## src/rtl/siv_pkg.sv

```systemverilog
// ----------------------------------------------------------------------------
// Schnorr verify package
// Register indexes and reset values shared by the verify core and its bench.
// ----------------------------------------------------------------------------
package siv_pkg;

   localparam int unsigned REG_WIDTH = 32;
   localparam int unsigned CSR_IDX_WIDTH = 2;

   typedef enum logic [CSR_IDX_WIDTH-1:0] {
      CSR_MODULUS    = 2'd0,
      CSR_GENERATOR  = 2'd1,
      CSR_PUBLIC_KEY = 2'd2,
      CSR_UNUSED     = 2'd3
   } csr_idx_type;

   localparam logic [REG_WIDTH-1:0] MODULUS_RESET    = 32'd997;
   localparam logic [REG_WIDTH-1:0] GENERATOR_RESET  = 32'd9;
   localparam logic [REG_WIDTH-1:0] PUBLIC_KEY_RESET = 32'd1;

endpackage

```

## src/rtl/schnorr_identification_verify_core.sv

```systemverilog
// ----------------------------------------------------------------------------
// Schnorr identification verify core
// Checks g^z == a * y^c (mod p) for one transcript per word.
// ----------------------------------------------------------------------------
// Channel | Direction | Ports                                  | Width
// req     | in        | req_commitment/challenge/response      | 32 each
// rsp     | out       | rsp_accept                             | 1
// csr     | in        | csr_index, csr_data                    | 2, 32
//
// A word reduces g mod p and raises it to z, then reduces y mod p and raises
// it to c, then reduces a mod p. Each exponent is walked bit by bit from the
// low end: every bit squares, and a set bit first multiplies the accumulator
// by the square. A final multiply and compare close the word; a zero modulus
// is rejected without running any reduction or exponent step.
// Reset restores p = 997, g = 9, y = 1. A stalled result holds in rsp and
// the core takes no new word until it is delivered. csr is always ready.
// ----------------------------------------------------------------------------
module schnorr_identification_verify_core #(
   parameter int unsigned MOD_WIDTH = 32
) (
   input  logic                          clock,
   input  logic                          reset,
   input  logic                          req_valid,
   output logic                          req_ready,
   input  logic [siv_pkg::REG_WIDTH-1:0] req_commitment,
   input  logic [siv_pkg::REG_WIDTH-1:0] req_challenge,
   input  logic [siv_pkg::REG_WIDTH-1:0] req_response,
   output logic                          rsp_valid,
   input  logic                          rsp_ready,
   output logic                          rsp_accept,
   input  logic                          csr_valid,
   output logic                          csr_ready,
   input  logic [siv_pkg::CSR_IDX_WIDTH-1:0] csr_index,
   input  logic [siv_pkg::REG_WIDTH-1:0] csr_data
);
   import siv_pkg::*;

   localparam int unsigned W  = MOD_WIDTH;
   localparam int unsigned RW = REG_WIDTH;
   localparam int unsigned EW = $clog2(RW);

   typedef enum logic [9:0] {
      ST_IDLE  = 10'b0000000001,
      ST_INIT  = 10'b0000000010,
      ST_RED   = 10'b0000000100,
      ST_BIT   = 10'b0000001000,
      ST_MACC  = 10'b0000010000,
      ST_MSQ   = 10'b0000100000,
      ST_NEXT  = 10'b0001000000,
      ST_FINAL = 10'b0010000000,
      ST_CMP   = 10'b0100000000,
      ST_RSP   = 10'b1000000000
   } state_type;

   state_type      state_ff, state_in;
   logic [RW-1:0]  modulus_ff, generator_ff, public_key_ff;
   logic [RW-1:0]  a_ff, a_in, c_ff, c_in, z_ff, z_in;
   logic [W-1:0]   m_ff, m_in;
   logic [W-1:0]   acc_ff, acc_in, sq_ff, sq_in, lhs_ff, lhs_in;
   logic [W-1:0]   ared_ff, ared_in;
   logic [1:0]     red_ff, red_in;     // which operand is being reduced
   logic           pass_ff, pass_in;   // 0: g^z, 1: y^c
   logic [EW-1:0]  bit_ff, bit_in;
   logic           accept_ff, accept_in;
   logic           mm_start;
   logic [W-1:0]   mm_x, mm_y, mm_p;
   logic           mm_done;
   logic [W-1:0]   one_mod;
   logic           e_bit;

   siv_mulmod #(.W(W)) u_mulmod (
      .clock(clock), .reset(reset), .start(mm_start), .x(mm_x), .y(mm_y),
      .m(m_ff), .done(mm_done), .product(mm_p)
   );

   assign csr_ready = 1'b1;
   assign req_ready = (state_ff == ST_IDLE);
   assign rsp_valid = (state_ff == ST_RSP);
   assign rsp_accept = accept_ff;

   always_ff @(posedge clock) begin
      if (reset) begin
         modulus_ff    <= MODULUS_RESET;
         generator_ff  <= GENERATOR_RESET;
         public_key_ff <= PUBLIC_KEY_RESET;
      end else if (csr_valid) begin
         unique case (csr_idx_type'(csr_index))
            CSR_MODULUS:    modulus_ff    <= csr_data;
            CSR_GENERATOR:  generator_ff  <= csr_data;
            CSR_PUBLIC_KEY: public_key_ff <= csr_data;
            default: ;
         endcase
      end
   end

   assign one_mod = (m_ff == W'(1)) ? '0 : W'(1);
   assign e_bit   = pass_ff ? c_ff[bit_ff] : z_ff[bit_ff];

   // Operand reduction: v mod m by restoring division over the full 32-bit
   // value, one bit per cycle in ST_RED.
   logic [RW-1:0] rv_ff, rv_in;
   logic [W:0]    rr_ff, rr_in;
   logic [EW:0]   rc_ff, rc_in;
   logic [W+1:0]  rr_sh;

   always_comb begin
      state_in  = state_ff;
      a_in = a_ff; c_in = c_ff; z_in = z_ff; m_in = m_ff;
      acc_in = acc_ff; sq_in = sq_ff; lhs_in = lhs_ff; ared_in = ared_ff;
      red_in = red_ff; pass_in = pass_ff; bit_in = bit_ff;
      accept_in = accept_ff;
      rv_in = rv_ff; rr_in = rr_ff; rc_in = rc_ff;
      mm_start = 1'b0; mm_x = acc_ff; mm_y = sq_ff;
      rr_sh = {rr_ff, rv_ff[RW-1]};
      unique case (state_ff)
         ST_IDLE: begin
            if (req_valid) begin
               a_in = req_commitment; c_in = req_challenge; z_in = req_response;
               m_in = W'(modulus_ff);
               state_in = ST_INIT;
            end
         end
         ST_INIT: begin
            if (m_ff == '0) begin
               accept_in = 1'b0;
               state_in  = ST_RSP;
            end else begin
               red_in = 2'd0;
               rv_in  = generator_ff; rr_in = '0; rc_in = (EW+1)'(RW);
               state_in = ST_RED;
            end
         end
         ST_RED: begin
            if (rc_ff != '0) begin
               // One restoring-division step per cycle.
               rr_in = (rr_sh >= {2'b0, m_ff}) ? (W+1)'(rr_sh - {2'b0, m_ff})
                                                : rr_sh[W:0];
               rv_in = {rv_ff[RW-2:0], 1'b0};
               rc_in = rc_ff - 1'b1;
            end else begin
               unique case (red_ff)
                  2'd0: begin
                     sq_in = rr_ff[W-1:0]; acc_in = one_mod;
                     pass_in = 1'b0; bit_in = '0;
                     state_in = ST_BIT;
                  end
                  2'd1: begin
                     sq_in = rr_ff[W-1:0]; acc_in = one_mod;
                     pass_in = 1'b1; bit_in = '0;
                     state_in = ST_BIT;
                  end
                  default: begin
                     ared_in = rr_ff[W-1:0];
                     mm_start = 1'b1; mm_x = rr_ff[W-1:0]; mm_y = acc_ff;
                     state_in = ST_FINAL;
                  end
               endcase
            end
         end
         ST_BIT: begin
            mm_start = 1'b1;
            if (e_bit) begin
               mm_x = acc_ff; mm_y = sq_ff; state_in = ST_MACC;
            end else begin
               mm_x = sq_ff; mm_y = sq_ff; state_in = ST_MSQ;
            end
         end
         ST_MACC: begin
            if (mm_done) begin
               acc_in = mm_p;
               mm_start = 1'b1; mm_x = sq_ff; mm_y = sq_ff;
               state_in = ST_MSQ;
            end
         end
         ST_MSQ: begin
            if (mm_done) begin
               sq_in = mm_p;
               state_in = ST_NEXT;
            end
         end
         ST_NEXT: begin
            if (bit_ff == EW'(RW - 1)) begin
               if (!pass_ff) begin
                  lhs_in = acc_ff;
                  red_in = 2'd1;
                  rv_in = public_key_ff;
               end else begin
                  red_in = 2'd2;
                  rv_in = a_ff;
               end
               rr_in = '0; rc_in = (EW+1)'(RW);
               state_in = ST_RED;
            end else begin
               bit_in = bit_ff + 1'b1;
               state_in = ST_BIT;
            end
         end
         ST_FINAL: begin
            if (mm_done) state_in = ST_CMP;
         end
         ST_CMP: begin
            accept_in = (mm_p == lhs_ff);
            state_in  = ST_RSP;
         end
         ST_RSP: begin
            if (rsp_ready) state_in = ST_IDLE;
         end
         default: state_in = ST_IDLE;
      endcase
   end

   always_ff @(posedge clock) begin
      if (reset) begin
         state_ff <= ST_IDLE;
         rc_ff    <= '0;
      end else begin
         state_ff <= state_in;
         rc_ff    <= rc_in;
      end
      a_ff <= a_in; c_ff <= c_in; z_ff <= z_in; m_ff <= m_in;
      acc_ff <= acc_in; sq_ff <= sq_in; lhs_ff <= lhs_in; ared_ff <= ared_in;
      red_ff <= red_in; pass_ff <= pass_in; bit_ff <= bit_in;
      accept_ff <= accept_in; rv_ff <= rv_in; rr_ff <= rr_in;
   end

   a_req_only_idle: assert property (@(posedge clock) disable iff (reset)
      (req_valid && req_ready) |=> state_ff == ST_INIT)
      else $error("accepted word did not start work");
   a_zero_mod_reject: assert property (@(posedge clock) disable iff (reset)
      (state_ff == ST_INIT && m_ff == '0) |=> (rsp_valid && !rsp_accept))
      else $error("zero modulus not rejected");
   a_rsp_holds: assert property (@(posedge clock) disable iff (reset)
      (rsp_valid && !rsp_ready) |=> (rsp_valid && $stable(rsp_accept)))
      else $error("result dropped while stalled");
   a_red_bound: assert property (@(posedge clock) disable iff (reset)
      (state_ff == ST_RED && rc_ff == '0) |-> rr_ff < {1'b0, m_ff})
      else $error("operand reduction out of range");
   a_ared_used: assert property (@(posedge clock) disable iff (reset)
      (state_ff == ST_FINAL) |-> ared_ff < m_ff)
      else $error("commitment not reduced");

endmodule

```

## src/rtl/siv_mulmod.sv

```systemverilog
// ----------------------------------------------------------------------------
// Modular multiplier / reducer
// Bit-serial shift-and-add computing (x * y) mod m, one multiplier bit per
// cycle. Operands must be below m and m must be nonzero.
// ----------------------------------------------------------------------------
module siv_mulmod #(
   parameter int unsigned W = 32
) (
   input  logic         clock,
   input  logic         reset,
   input  logic         start,
   input  logic [W-1:0] x,
   input  logic [W-1:0] y,
   input  logic [W-1:0] m,
   output logic         done,
   output logic [W-1:0] product
);
   localparam int unsigned CW = $clog2(W + 1);

   logic [W-1:0]  acc_ff, acc_in;
   logic [W-1:0]  x_ff, x_in;
   logic [W-1:0]  y_ff, y_in;
   logic [CW-1:0] cnt_ff, cnt_in;
   logic          busy_ff, busy_in;
   logic          done_ff, done_in;
   logic [W:0]    dbl, dbl_red, sum, sum_red;
   logic [W-1:0]  acc2;

   always_comb begin
      // Double, then conditionally add x; each step reduced by one compare.
      dbl     = {acc_ff, 1'b0};
      dbl_red = (dbl >= {1'b0, m}) ? dbl - {1'b0, m} : dbl;
      sum     = dbl_red + {1'b0, x_ff};
      sum_red = (sum >= {1'b0, m}) ? sum - {1'b0, m} : sum;
      acc2    = y_ff[W-1] ? sum_red[W-1:0] : dbl_red[W-1:0];
      acc_in  = acc_ff;
      x_in    = x_ff;
      y_in    = y_ff;
      cnt_in  = cnt_ff;
      busy_in = busy_ff;
      done_in = 1'b0;
      if (start) begin
         acc_in  = '0;
         x_in    = x;
         y_in    = y;
         cnt_in  = CW'(W);
         busy_in = 1'b1;
      end else if (busy_ff) begin
         acc_in = acc2;
         y_in   = {y_ff[W-2:0], 1'b0};
         cnt_in = cnt_ff - 1'b1;
         if (cnt_ff == CW'(1)) begin
            busy_in = 1'b0;
            done_in = 1'b1;
         end
      end
   end

   always_ff @(posedge clock) begin
      if (reset) begin
         busy_ff <= 1'b0;
         done_ff <= 1'b0;
         cnt_ff  <= '0;
      end else begin
         busy_ff <= busy_in;
         done_ff <= done_in;
         cnt_ff  <= cnt_in;
      end
      acc_ff <= acc_in;
      x_ff   <= x_in;
      y_ff   <= y_in;
   end

   assign done    = done_ff;
   assign product = acc_ff;

   a_done_after_busy: assert property (@(posedge clock) disable iff (reset)
      done_ff |-> $past(busy_ff)) else $error("done without a busy cycle");
   a_acc_reduced: assert property (@(posedge clock) disable iff (reset)
      (busy_ff && !start && x_ff < m && acc_ff < m && $stable(m))
         |=> acc_ff < m) else $error("accumulator left unreduced");
   a_no_start_busy: assert property (@(posedge clock) disable iff (reset)
      busy_ff |-> !start) else $error("start while busy");

endmodule

```

## config.mk

```make
export PLATFORM = sky130hd
export DESIGN_NAME = schnorr_identification_verify_core
export DESIGN_NICKNAME = d
export VERILOG_FILES = /design/src/rtl/siv_pkg.sv /design/src/rtl/schnorr_identification_verify_core.sv /design/src/rtl/siv_mulmod.sv
export SDC_FILE = /design/constraint.sdc
export NUM_CORES = 1
export LEC_CHECK = 0
export BUFFER_PORTS_ARGS = -buffer_cell sky130_fd_sc_hd__clkbuf_2
export CAP_MARGIN = 30
export CORE_MARGIN = 2
export CORE_UTILIZATION = 50
export CTS_BUF_LIST = sky130_fd_sc_hd__clkbuf_16
export DETAILED_ROUTE_END_ITERATION = 8
export GPL_ROUTABILITY_DRIVEN = 0
export MAX_ROUTING_LAYER = met4
export PLACE_DENSITY = 0.67
export REMOVE_ABC_BUFFERS = 1
export SLEW_MARGIN = 30
export SYNTH_ARGS = -nofsm -noshare
export SYNTH_HDL_FRONTEND = slang
export SYNTH_SLANG_ARGS = --single-unit
```

## constraint.sdc

```tcl
create_clock -name clock -period 22.9 [get_ports clock]
set_clock_uncertainty 0.15 [all_clocks]
set_input_delay 2.29 -clock clock [delete_from_list [all_inputs] [get_ports clock]]
set_output_delay 2.29 -clock clock [all_outputs]
set_load 0.1 [all_outputs]
```

## Word-level counts from Yosys, hierarchy flattened

Cells that the tools add are included.

| operators by class | value |
|---|---|
| add/sub/neg operators | 7 |
| order comparisons | 4 |
| equal/unequal tests | 29 |
| mux-type cells | 72 |
| bitwise operators | 3 |
| reductions and logical operators | 28 |

Operator list:

| operator | number |
|---|---|
| two-way mux 32 bit | 20 |
| case mux 32 bit (3 select lines) | 2 |
| two-way mux 33 bit | 5 |
| case mux 32 bit (2 select lines) | 2 |
| case mux 10 bit (10 select lines) | 1 |
| case mux 33 bit (3 select lines) | 1 |
| two-way mux 10 bit | 7 |
| greater-or-equal comparator 33 x 32 -> 1 bit | 2 |
| subtractor 33 x 32 -> 33 bit | 2 |
| two-way mux 6 bit | 6 |
| greater-or-equal comparator 34 x 32 -> 1 bit | 1 |
| adder 33 x 32 -> 33 bit | 1 |
| equality test 32 x 1 -> 1 bit (second input constant) | 1 |
| equality test 32 bit | 1 |
| logical NOT 32 bit | 1 |
| subtractor 32 bit | 1 |
| case mux 6 bit (3 select lines) | 1 |
| != test 2 bit (second input constant) | 8 |
| AND reduction 4 bit | 4 |
| two-way mux 5 bit | 3 |
| nonzero test 2 bit | 7 |
| two-way mux 1 bit | 12 |
| subtractor 6 x 1 -> 6 bit (second input constant) | 2 |
| binary-select mux 1 bit (select 5 bit) | 2 |
| other kinds (33) | 50 |

| word-level totals | value |
|---|---|
| bits in registers | 514 |
| input bits | 135 |
| output and inout bits | 4 |
| logic and storage cells | 168 |

## Depth between registers and ports, before layout

Gate-level depths: netlist of the first run.

| depth | value |
|---|---|
| word-level depth | 6 |
| depth in mapped cells | 38 |
| depth with buffers taken out | 31 |

## Hierarchy

From an unflattened synthesis of the first run, not the netlist that was laid out.

| second synthesis, totals | value |
|---|---|
| cell total of the unflattened synthesis | 2799 |
| area total of the unflattened synthesis | 28453.5 um^2 |

Modules (own cells, without submodules):

| module | instances | cells an instance | area each (um^2) | sequential area each (um^2) |
|---|---|---|---|---|
| schnorr_identification_verify_core | 1 | 1709 | 18973.2 | 11190.7 |
| siv_mulmod | 1 | 1090 | 9480.3 | 2722.6 |

## Worst setup path before layout of the first run

Ideal clock, no wire load.

| timing path | value |
|---|---|
| kind | register to register |
| from | register m_ff[1] |
| to | register u_mulmod.acc_ff[26] (netlist: u_mulmod.product[26]) |
| setup time | 0.155 ns |
| arrival time | 6.954 ns |
| data required time | 22.595 ns |
| setup slack | 15.642 ns |
| stages on the path, launching flop included | 38 |
| buffers on the path | 6 |
| clock period less this slack | 7.258 ns |
| path through | edfxtp_1 inv_1 ha_1 nor2b_1 o31a_1 o31ai_2 a2111oi_4 nor4b_1 or2_0 buf_2 buf_2 buf_2 nor2_1 ha_1 inv_1 fa_1 nand2b_1 a21o_1 [... 2 more ...] a21boi_0 o21a_1 nor2_1 xnor2_1 ha_1 buf_6 a21oi_2 o21ai_1 a311o_1 nor4b_1 or4_4 a221oi_4 o32a_1 buf_6 nand2_4 buf_6 o31ai_1 o22ai_1 |

| between the ends | value |
|---|---|
| cells in the longest elaborated chain, start to end | 6 |
| elaborated cells on any way between the ends | 8 |
| classes of those cells | add/sub: 3; order compare: 2; mux: 3 |

Ends and longest elaborated chain:

| item | RTL line | RTL |
|---|---|---|
| start: declaration | schnorr_identification_verify_core.sv:58 | `logic [W-1:0] m_ff, m_in;` |
| start signal: assignment | schnorr_identification_verify_core.sv:220 | `a_ff <= a_in; c_ff <= c_in; z_ff <= z_in; m_ff <= m_in;` |
| subtractor 33 x 32 -> 33 bit or greater-or-equal comparator 33 x 32 -> 1 bit (tied branches) | siv_mulmod.sv:32 | `dbl_red = (dbl >= {1'b0, m}) ? dbl - {1'b0, m} : dbl;` |
| two-way mux 33 bit | siv_mulmod.sv:32 |  |
| adder 33 x 32 -> 33 bit | siv_mulmod.sv:33 | `sum = dbl_red + {1'b0, x_ff};` |
| subtractor 32 bit or greater-or-equal comparator 33 x 32 -> 1 bit (tied branches) | siv_mulmod.sv:34 | `sum_red = (sum >= {1'b0, m}) ? sum - {1'b0, m} : sum;` |
| two-way mux 32 bit | siv_mulmod.sv:34 |  |
| two-way mux 32 bit * | siv_mulmod.sv:35 | `acc2 = y_ff[W-1] ? sum_red[W-1:0] : dbl_red[W-1:0];` |
| end signal: assignment | siv_mulmod.sv:69 | `acc_ff <= acc_in;` |
| end: declaration | siv_mulmod.sv:20 | `logic [W-1:0] acc_ff, acc_in;` |

Every way passes the cells marked *; elsewhere a longest branch is shown, timed or not.
A chain may end at the register's enable or synchronous reset.

## Worst setup path in the final report of the first run

| timing path | value |
|---|---|
| from | register m_ff[1] |
| to | register u_mulmod.acc_ff[14] (netlist: u_mulmod.product[14]) |

The elaborated chain is that of the path after synthesis.

==> results of run 1 <==
sequential cells by signal, indices dropped and copies added, names as in the netlist, 2 cells and up:
register,flops
rr_ff,33
u_mulmod.cnt_ff,6
lhs_ff,32
bit_ff,5
z_ff,32
c_ff,32
public_key_ff,32
u_mulmod.x_ff,32
rv_ff,32
acc_ff,32
state_ff,10
a_ff,32
u_mulmod.product,32
modulus_ff,32
red_ff,2
m_ff,32
generator_ff,32
u_mulmod.y_ff,32
rc_ff,6
sq_ff,32
power groups by stage:
stage	sequential [mW]	combinational, mW	clock [mW]
floorplan	1.15	2.57	0
global placement	1.19	3.29	0
detailed placement	1.20	3.35	0
CTS	1.18	3.38	0.863
global route	1.19	3.77	0.898
finish	1.19	3.50	0.850
path summary, 6_finish.rpt:
path,slack [ns],end,from
max,14.21,u_mulmod.product[14],m_ff[1]
min,0.28,m_ff[4],modulus_ff[4]
max reg2reg,14.21,u_mulmod.product[14],m_ff[1]
min reg2reg,0.28,m_ff[4],modulus_ff[4]
synth_stat cells (5+ instances only):
cell,instances
nand3b_1,17
o31a_1,6
o21bai_1,25
a2111oi_0,5
or2_2,6
o31ai_1,8
mux2i_1,38
buf_2,14
buf_6,7
edfxtp_1,362
mux2_2,31
nand2_1,497
clkbuf_1,121
o211ai_1,30
o21ai_0,110
a31oi_1,51
nor2b_1,12
nor3_1,51
a211o_1,8
nand2b_1,19
a311o_1,5
or3_1,7
a211oi_1,48
a221o_1,18
and3_1,28
o32ai_1,15
nor4_1,26
a22oi_1,32
nand3_1,57
inv_1,98
a21o_1,77
mux4_2,21
o21a_1,15
and4_1,5
xnor2_1,68
nor3b_1,9
nor2_1,170
dfxtp_1,152
xor2_1,80
ha_1,133
a21oi_1,234
and2_1,28
o21ai_1,9
nand4_1,13
final cells by class:
class | instances | share of cell area, %
Clock buffer | 55 | 4.34
Timing Repair Buffer | 174 | 3.14
Sequential cell | 514 | 43.9
Clock inverter | 48 | 1.08
Tap cell | 756 | 2.99
Multi-Input combinational cell | 2105 | 43.4
Inverter | 98 | 1.16
logic make-up after synthesis:
| family | count (synthesis) |
|---|---|
| AOI/OAI and AO/OA | 758 |
| buffers and inverters | 243 |
| adders and majority gates | 137 |
| xor gates and xnor gates | 148 |
| muxes | 90 |
| other | 1 |
| and+or+nand+nor | 971 |
| DFF | 514 |
per-layer routing:
metal | wire (µm) | global-route usage (%)
met1 | 35300 | 39.2
met4 | 2760 | 9.80
met5 | 0 | -
met3 | 7580 | 4.71
met2 | 36300 | 41.3
==> reports/results.txt, run 1 <==
Worst path depth -> 28
CTS tree -> done
Post-Syn Instances -> 2862
Yosys reg bits -> 514
Top cell by count, worst path -> ha_1
Setup Buffers After CTS -> 0
critical path's top delay family -> simple AND/OR/NAND/NOR gates
Synth cell types -> 94
post_cts resized -> 0
final instance area -> 31700 µm²
first-pass GRT wire length -> 126000 µm
Crit path arrival time -> 9.01 ns
worst reg2reg path depth -> 28
post-synthesis mux area share -> 4.21%
post-route ant nets -> 0
CP max stage delay -> 0.57 ns
final hold vios -> 0
most frequent cells in the layout -> nand2_1, edfxtp_1, a21oi_1, nor2_1, dfxtp_1
Post-synth ARST share -> 0%
CTS clk-pin slew, worst paths -> 0.06 ns
setup TNS -> 0 ns
CTS buffer count -> 55
area fraction of the dominant cell type after synthesis -> 38.0%
# IOs -> 139
Psw -> 2.64 mW
top_reg_cell synth -> edfxtp_1
Power Dens Cells -> 175 nW/µm²
Slew headroom -> 34.5%
area occupied by multi-input gates -> 13700 µm²
all-layer global routing usage -> 28.0%
layout cell share with drive strength beyond 1 -> 11.5%
Residual DRC -> 0
n_diodes -> 0
initial antenna violation count -> 0
XOR/XNOR Fraction of Synth Area -> 4.53%
Hold Path Cell Cnt -> 0
period utilisation layout -> 37.9%
DRT iter0 DRCs -> 2253
pre-CTS setup slack -> 14.48 ns
Seq/Total Area, Yosys -> 48.7%
max_cap viols -> 0
first-pass detailed-route iteration total -> 6
Synth Area in Compound Gates -> 17.6%
drt total wl -> 82000 µm
DR WL/cell -> 21.9 µm
vias in the first global route -> 21900
Switching Fraction -> 47.7%
register share of total power -> 21.4%
PortBufs -> 137
commonest non-fill, non-tap cell in the layout -> nand2_1
Buf/Inv on CP -> 3
DR vias -> 22900
minimum clock period -> 8.69 ns
Post-Syn Area per Cell -> 9.99 µm²
fin. max-slew vios -> 0
Critical-path top delay cell -> or4_4
Layout area overhead -> 10.9%
placed standard-cell area -> 29900 µm²
Initial Util -> 50.6%
Int Power -> 2.90 mW
H-tree depth -> 2
synthesized area -> 28600 µm²
Max Fclk -> 115 MHz
fillers -> 4886
clk buf depth -> 3
Power, Total -> 5.54 mW
core region area -> 56500 µm²
Post-Synth Simple-Gate Area -> 15.4%
Min Hold Slack -> 0.276 ns
GR Overflow Total -> 0
largest net degree at the start of global routing -> 97
status -> complete, no violations
endpoint class of the critical path -> flip-flop
Placed Cells incl. Taps -> 3646
Synth area leader -> edfxtp_1
Hold WC Path Type -> reg -> reg
Die Width -> 243 µm
Num Clock Sinks -> 514
Root Buffer -> clkbuf_16
die area -> 59100 µm²
vias per cell -> 6.11
Leak Pwr -> 12.3 nW
Hold Buf Count CTS -> 0
register area -> 13900 µm²
Setup violations, final -> 0
clock power share -> 15.3%
Max FO, Critical Path -> 45
combinational share of power -> 63.2%
CP required -> 23.22 ns
fraction of the mapped netlist area in adder cells -> 6.10%
fin util -> 56.1%
clock latency on the worst-skew pair -> 0.64 ns
Detailed Place HPWL -> 59000 µm
Worst-Margin Slew -> 0.976 ns
fin cells -> 3750
height of the die -> 243 µm
main area contributors after synthesis -> edfxtp_1, dfxtp_1, nand2_1, ha_1, a21oi_1
EDFF count, synth -> 362
largest family of logic cells by synthesized area -> compound AO/OA/AOI/OAI gates
crit start category -> flip-flop
Syn. warnings -> 0
WS Path Type -> reg -> reg
RSZ-0062 raised after global routing -> no
VDD IR-drop max -> 149 µV
final setup margin -> 14.21 ns
# nets final -> 3220
row cnt -> 87
Power figures use the tool's default switching activity.
==> run 2: changes to the inputs <==
- clock period: 22.9 -> 8.3 ns (I/O delays scaled with it)
==> run 2 against run 1 <==
Cell count up 0.77%. Non-clock buffer count up 28. Routed wire length up 1.1%. Global-route usage up 0.33 points. Sequential cell count unchanged. Worst hold slack worse by 0.063 ns. Sequential share of layout area down 0.52 points. Maximum frequency up 9.1%. Largest cell class unchanged.
==> reports/results.txt, run 2 (same netlist as run 1, synthesis figures left out) <==
DR WL/cell -> 21.9 µm (+0.33%)
Hold WC Path Type -> in -> reg
DRT iter0 DRCs -> 2444 (+8.5%)
Worst-Margin Slew -> 0.976 ns (+0.000451 ns)
CTS tree -> done
layout cell share with drive strength beyond 1 -> 12.6% (+1.1 points)
n_diodes -> 0 (unchanged)
FF-to-FF setup slack -> 0.34 ns (-13.88 ns)
Slew headroom -> 34.4% (about the same)
Setup violations, final -> 0 (unchanged)
Min Hold Slack -> 0.213 ns (-0.0626 ns)
Num Clock Sinks -> 514 (unchanged)
register with the most flip-flops -> rr_ff
fin cells -> 3779 (+0.77%)
# nets final -> 3248 (+0.87%)
CP max stage delay -> 0.57 ns (about the same)
clock latency on the worst-skew pair -> 0.64 ns (about the same)
H-tree depth -> 2 (unchanged)
vias in the first global route -> 22100 (+1.0%)
endpoint class of the critical path -> flip-flop
Placed Cells incl. Taps -> 3673 (+0.74%)
Max Fclk -> 126 MHz (+9.1%)
fin util -> 56.8% (+0.68 points)
commonest non-fill, non-tap cell in the layout -> nand2_1
Largest register FFs -> 33 (unchanged)
row cnt -> 87 (unchanged)
Die Width -> 243 µm (unchanged)
CP required -> 8.63 ns (-14.59 ns)
Critical-path top delay cell -> or4_4
Setup Buffers After CTS -> 0 (unchanged)
placed standard-cell area -> 30200 µm² (+0.86%)
CTS buffer count -> 55 (unchanged)
initial antenna violation count -> 0 (unchanged)
final hold vios -> 0 (unchanged)
Crit path arrival time -> 8.29 ns (-0.72 ns)
clk buf depth -> 3 (unchanged)
post-route ant nets -> 0 (unchanged)
Hold Path Cell Cnt -> 1 (+1)
max_cap viols -> 0 (unchanged)
largest net degree at the start of global routing -> 97 (unchanged)
CTS clk-pin slew, worst paths -> 0.08 ns (+0.02 ns)
register area -> 13900 µm² (unchanged)
core region area -> 56500 µm² (unchanged)
die area -> 59100 µm² (unchanged)
PortBufs -> 137 (unchanged)
fillers -> 4831 (-1.1%)
first-pass GRT wire length -> 128000 µm (+1.4%)
Root Buffer -> clkbuf_16
first-pass detailed-route iteration total -> 6 (unchanged)
final instance area -> 32100 µm² (+1.2%)
Initial Util -> 50.6% (unchanged)
vias per cell -> 6.20 (+1.5%)
Layout area overhead -> 12.2%
origin of the critical flop-to-flop path -> m_ff[1]
most frequent cells in the layout -> nand2_1, edfxtp_1, a21oi_1, nor2_1, dfxtp_1
Max FO, Critical Path -> 28 (-38%)
GR Overflow Total -> 0 (unchanged)
all-layer global routing usage -> 28.4% (+0.33 points)
area occupied by multi-input gates -> 13800 µm² (+0.14%)
WS Path Type -> reg -> reg
minimum clock period -> 7.96 ns (-0.724 ns)
height of the die -> 243 µm (unchanged)
# IOs -> 139 (unchanged)
fin. max-slew vios -> 0 (unchanged)
Detailed Place HPWL -> 59900 µm (+1.5%)
crit start category -> flip-flop
DR vias -> 23400 (+2.3%)
period utilisation layout -> 96.0% (+58 points)
reg2reg end -> u_mulmod.product[14]
drt total wl -> 82900 µm (+1.1%)
RSZ-0062 raised after global routing -> no
Endpoint, Worst Hold -> z_ff[10]
worst reg2reg path depth -> 28 (unchanged)
Residual DRC -> 0 (unchanged)
worst hold path startpoint -> req_response[10]
status -> complete, no violations
-- run 2: per-stage QoR --
stage	setup slack (ns)	setup TNS, ns
6_report	0.336	0
5_1_grt	0.0307	0
4_1_cts	0.352	0
3_5_place_dp	0.397	0
3_3_place_gp	0.578	0
2_1_floorplan	-0.181	-2.89
-- run 2: worst max path at each step --
| stage | startpoint | depth (start not counted) | slack (ns) | endpoint |
|---|---|---|---|---|
| after CTS | m_ff[10] | 29 | 0.35 | u_mulmod.product[14] |
| final | m_ff[1] | 28 | 0.34 | u_mulmod.product[14] |
| after floorplan | m_ff[1] | 26 | -0.18 | u_mulmod.product[14] |
| after global placement | m_ff[10] | 33 | 0.58 | u_mulmod.product[29] |
| after global routing | m_ff[8] | 33 | 0.03 | u_mulmod.product[26] |
| after detailed placement | m_ff[10] | 29 | 0.40 | u_mulmod.product[14] |
-- run 2: critical path: cells and delay by family (launching register included) --
family                   cells  cell delay (ns)
buffers and inverters        3             0.42
adder cells (fa/ha/maj)      3             1.04
AND/OR/NAND/NOR              8             2.00
XOR/XNOR                     2             0.46
AO/OA/AOI/OAI               12             3.37
flip-flops                   1             0.38
-- run 2: what timing repair did --
action                     4_1_cts  5_1_grt
resized for setup                0        7
setup endpoints to repair        0       31
hold buffers                     0        0
-- run 2: metal layers --
metal | global-route usage, % | up-vias | part of all wire, %
met1 | 39.2 | 11300 | 43
met2 | 43.0 | 1178 | 44
met4 | 8.61 | 0 | 2.9
met3 | 4.73 | 147 | 9.8
li1 | - | 10800 | -
met5 | - | - | 0
-- run 2: final cells by class --
cell class / instances / area share, %
repair buffers: 202 / 3.94
multi-input cells: 2105 / 42.9
clock inverters: 47 / 1.20
clock buffers: 57 / 4.45
flip-flops and latches: 514 / 43.4
well taps: 756 / 2.95
inverters: 98 / 1.15
Power of run 2 is not shown: default switching activity piles up to over one toggle a cycle in this logic, so the estimate is an artifact.
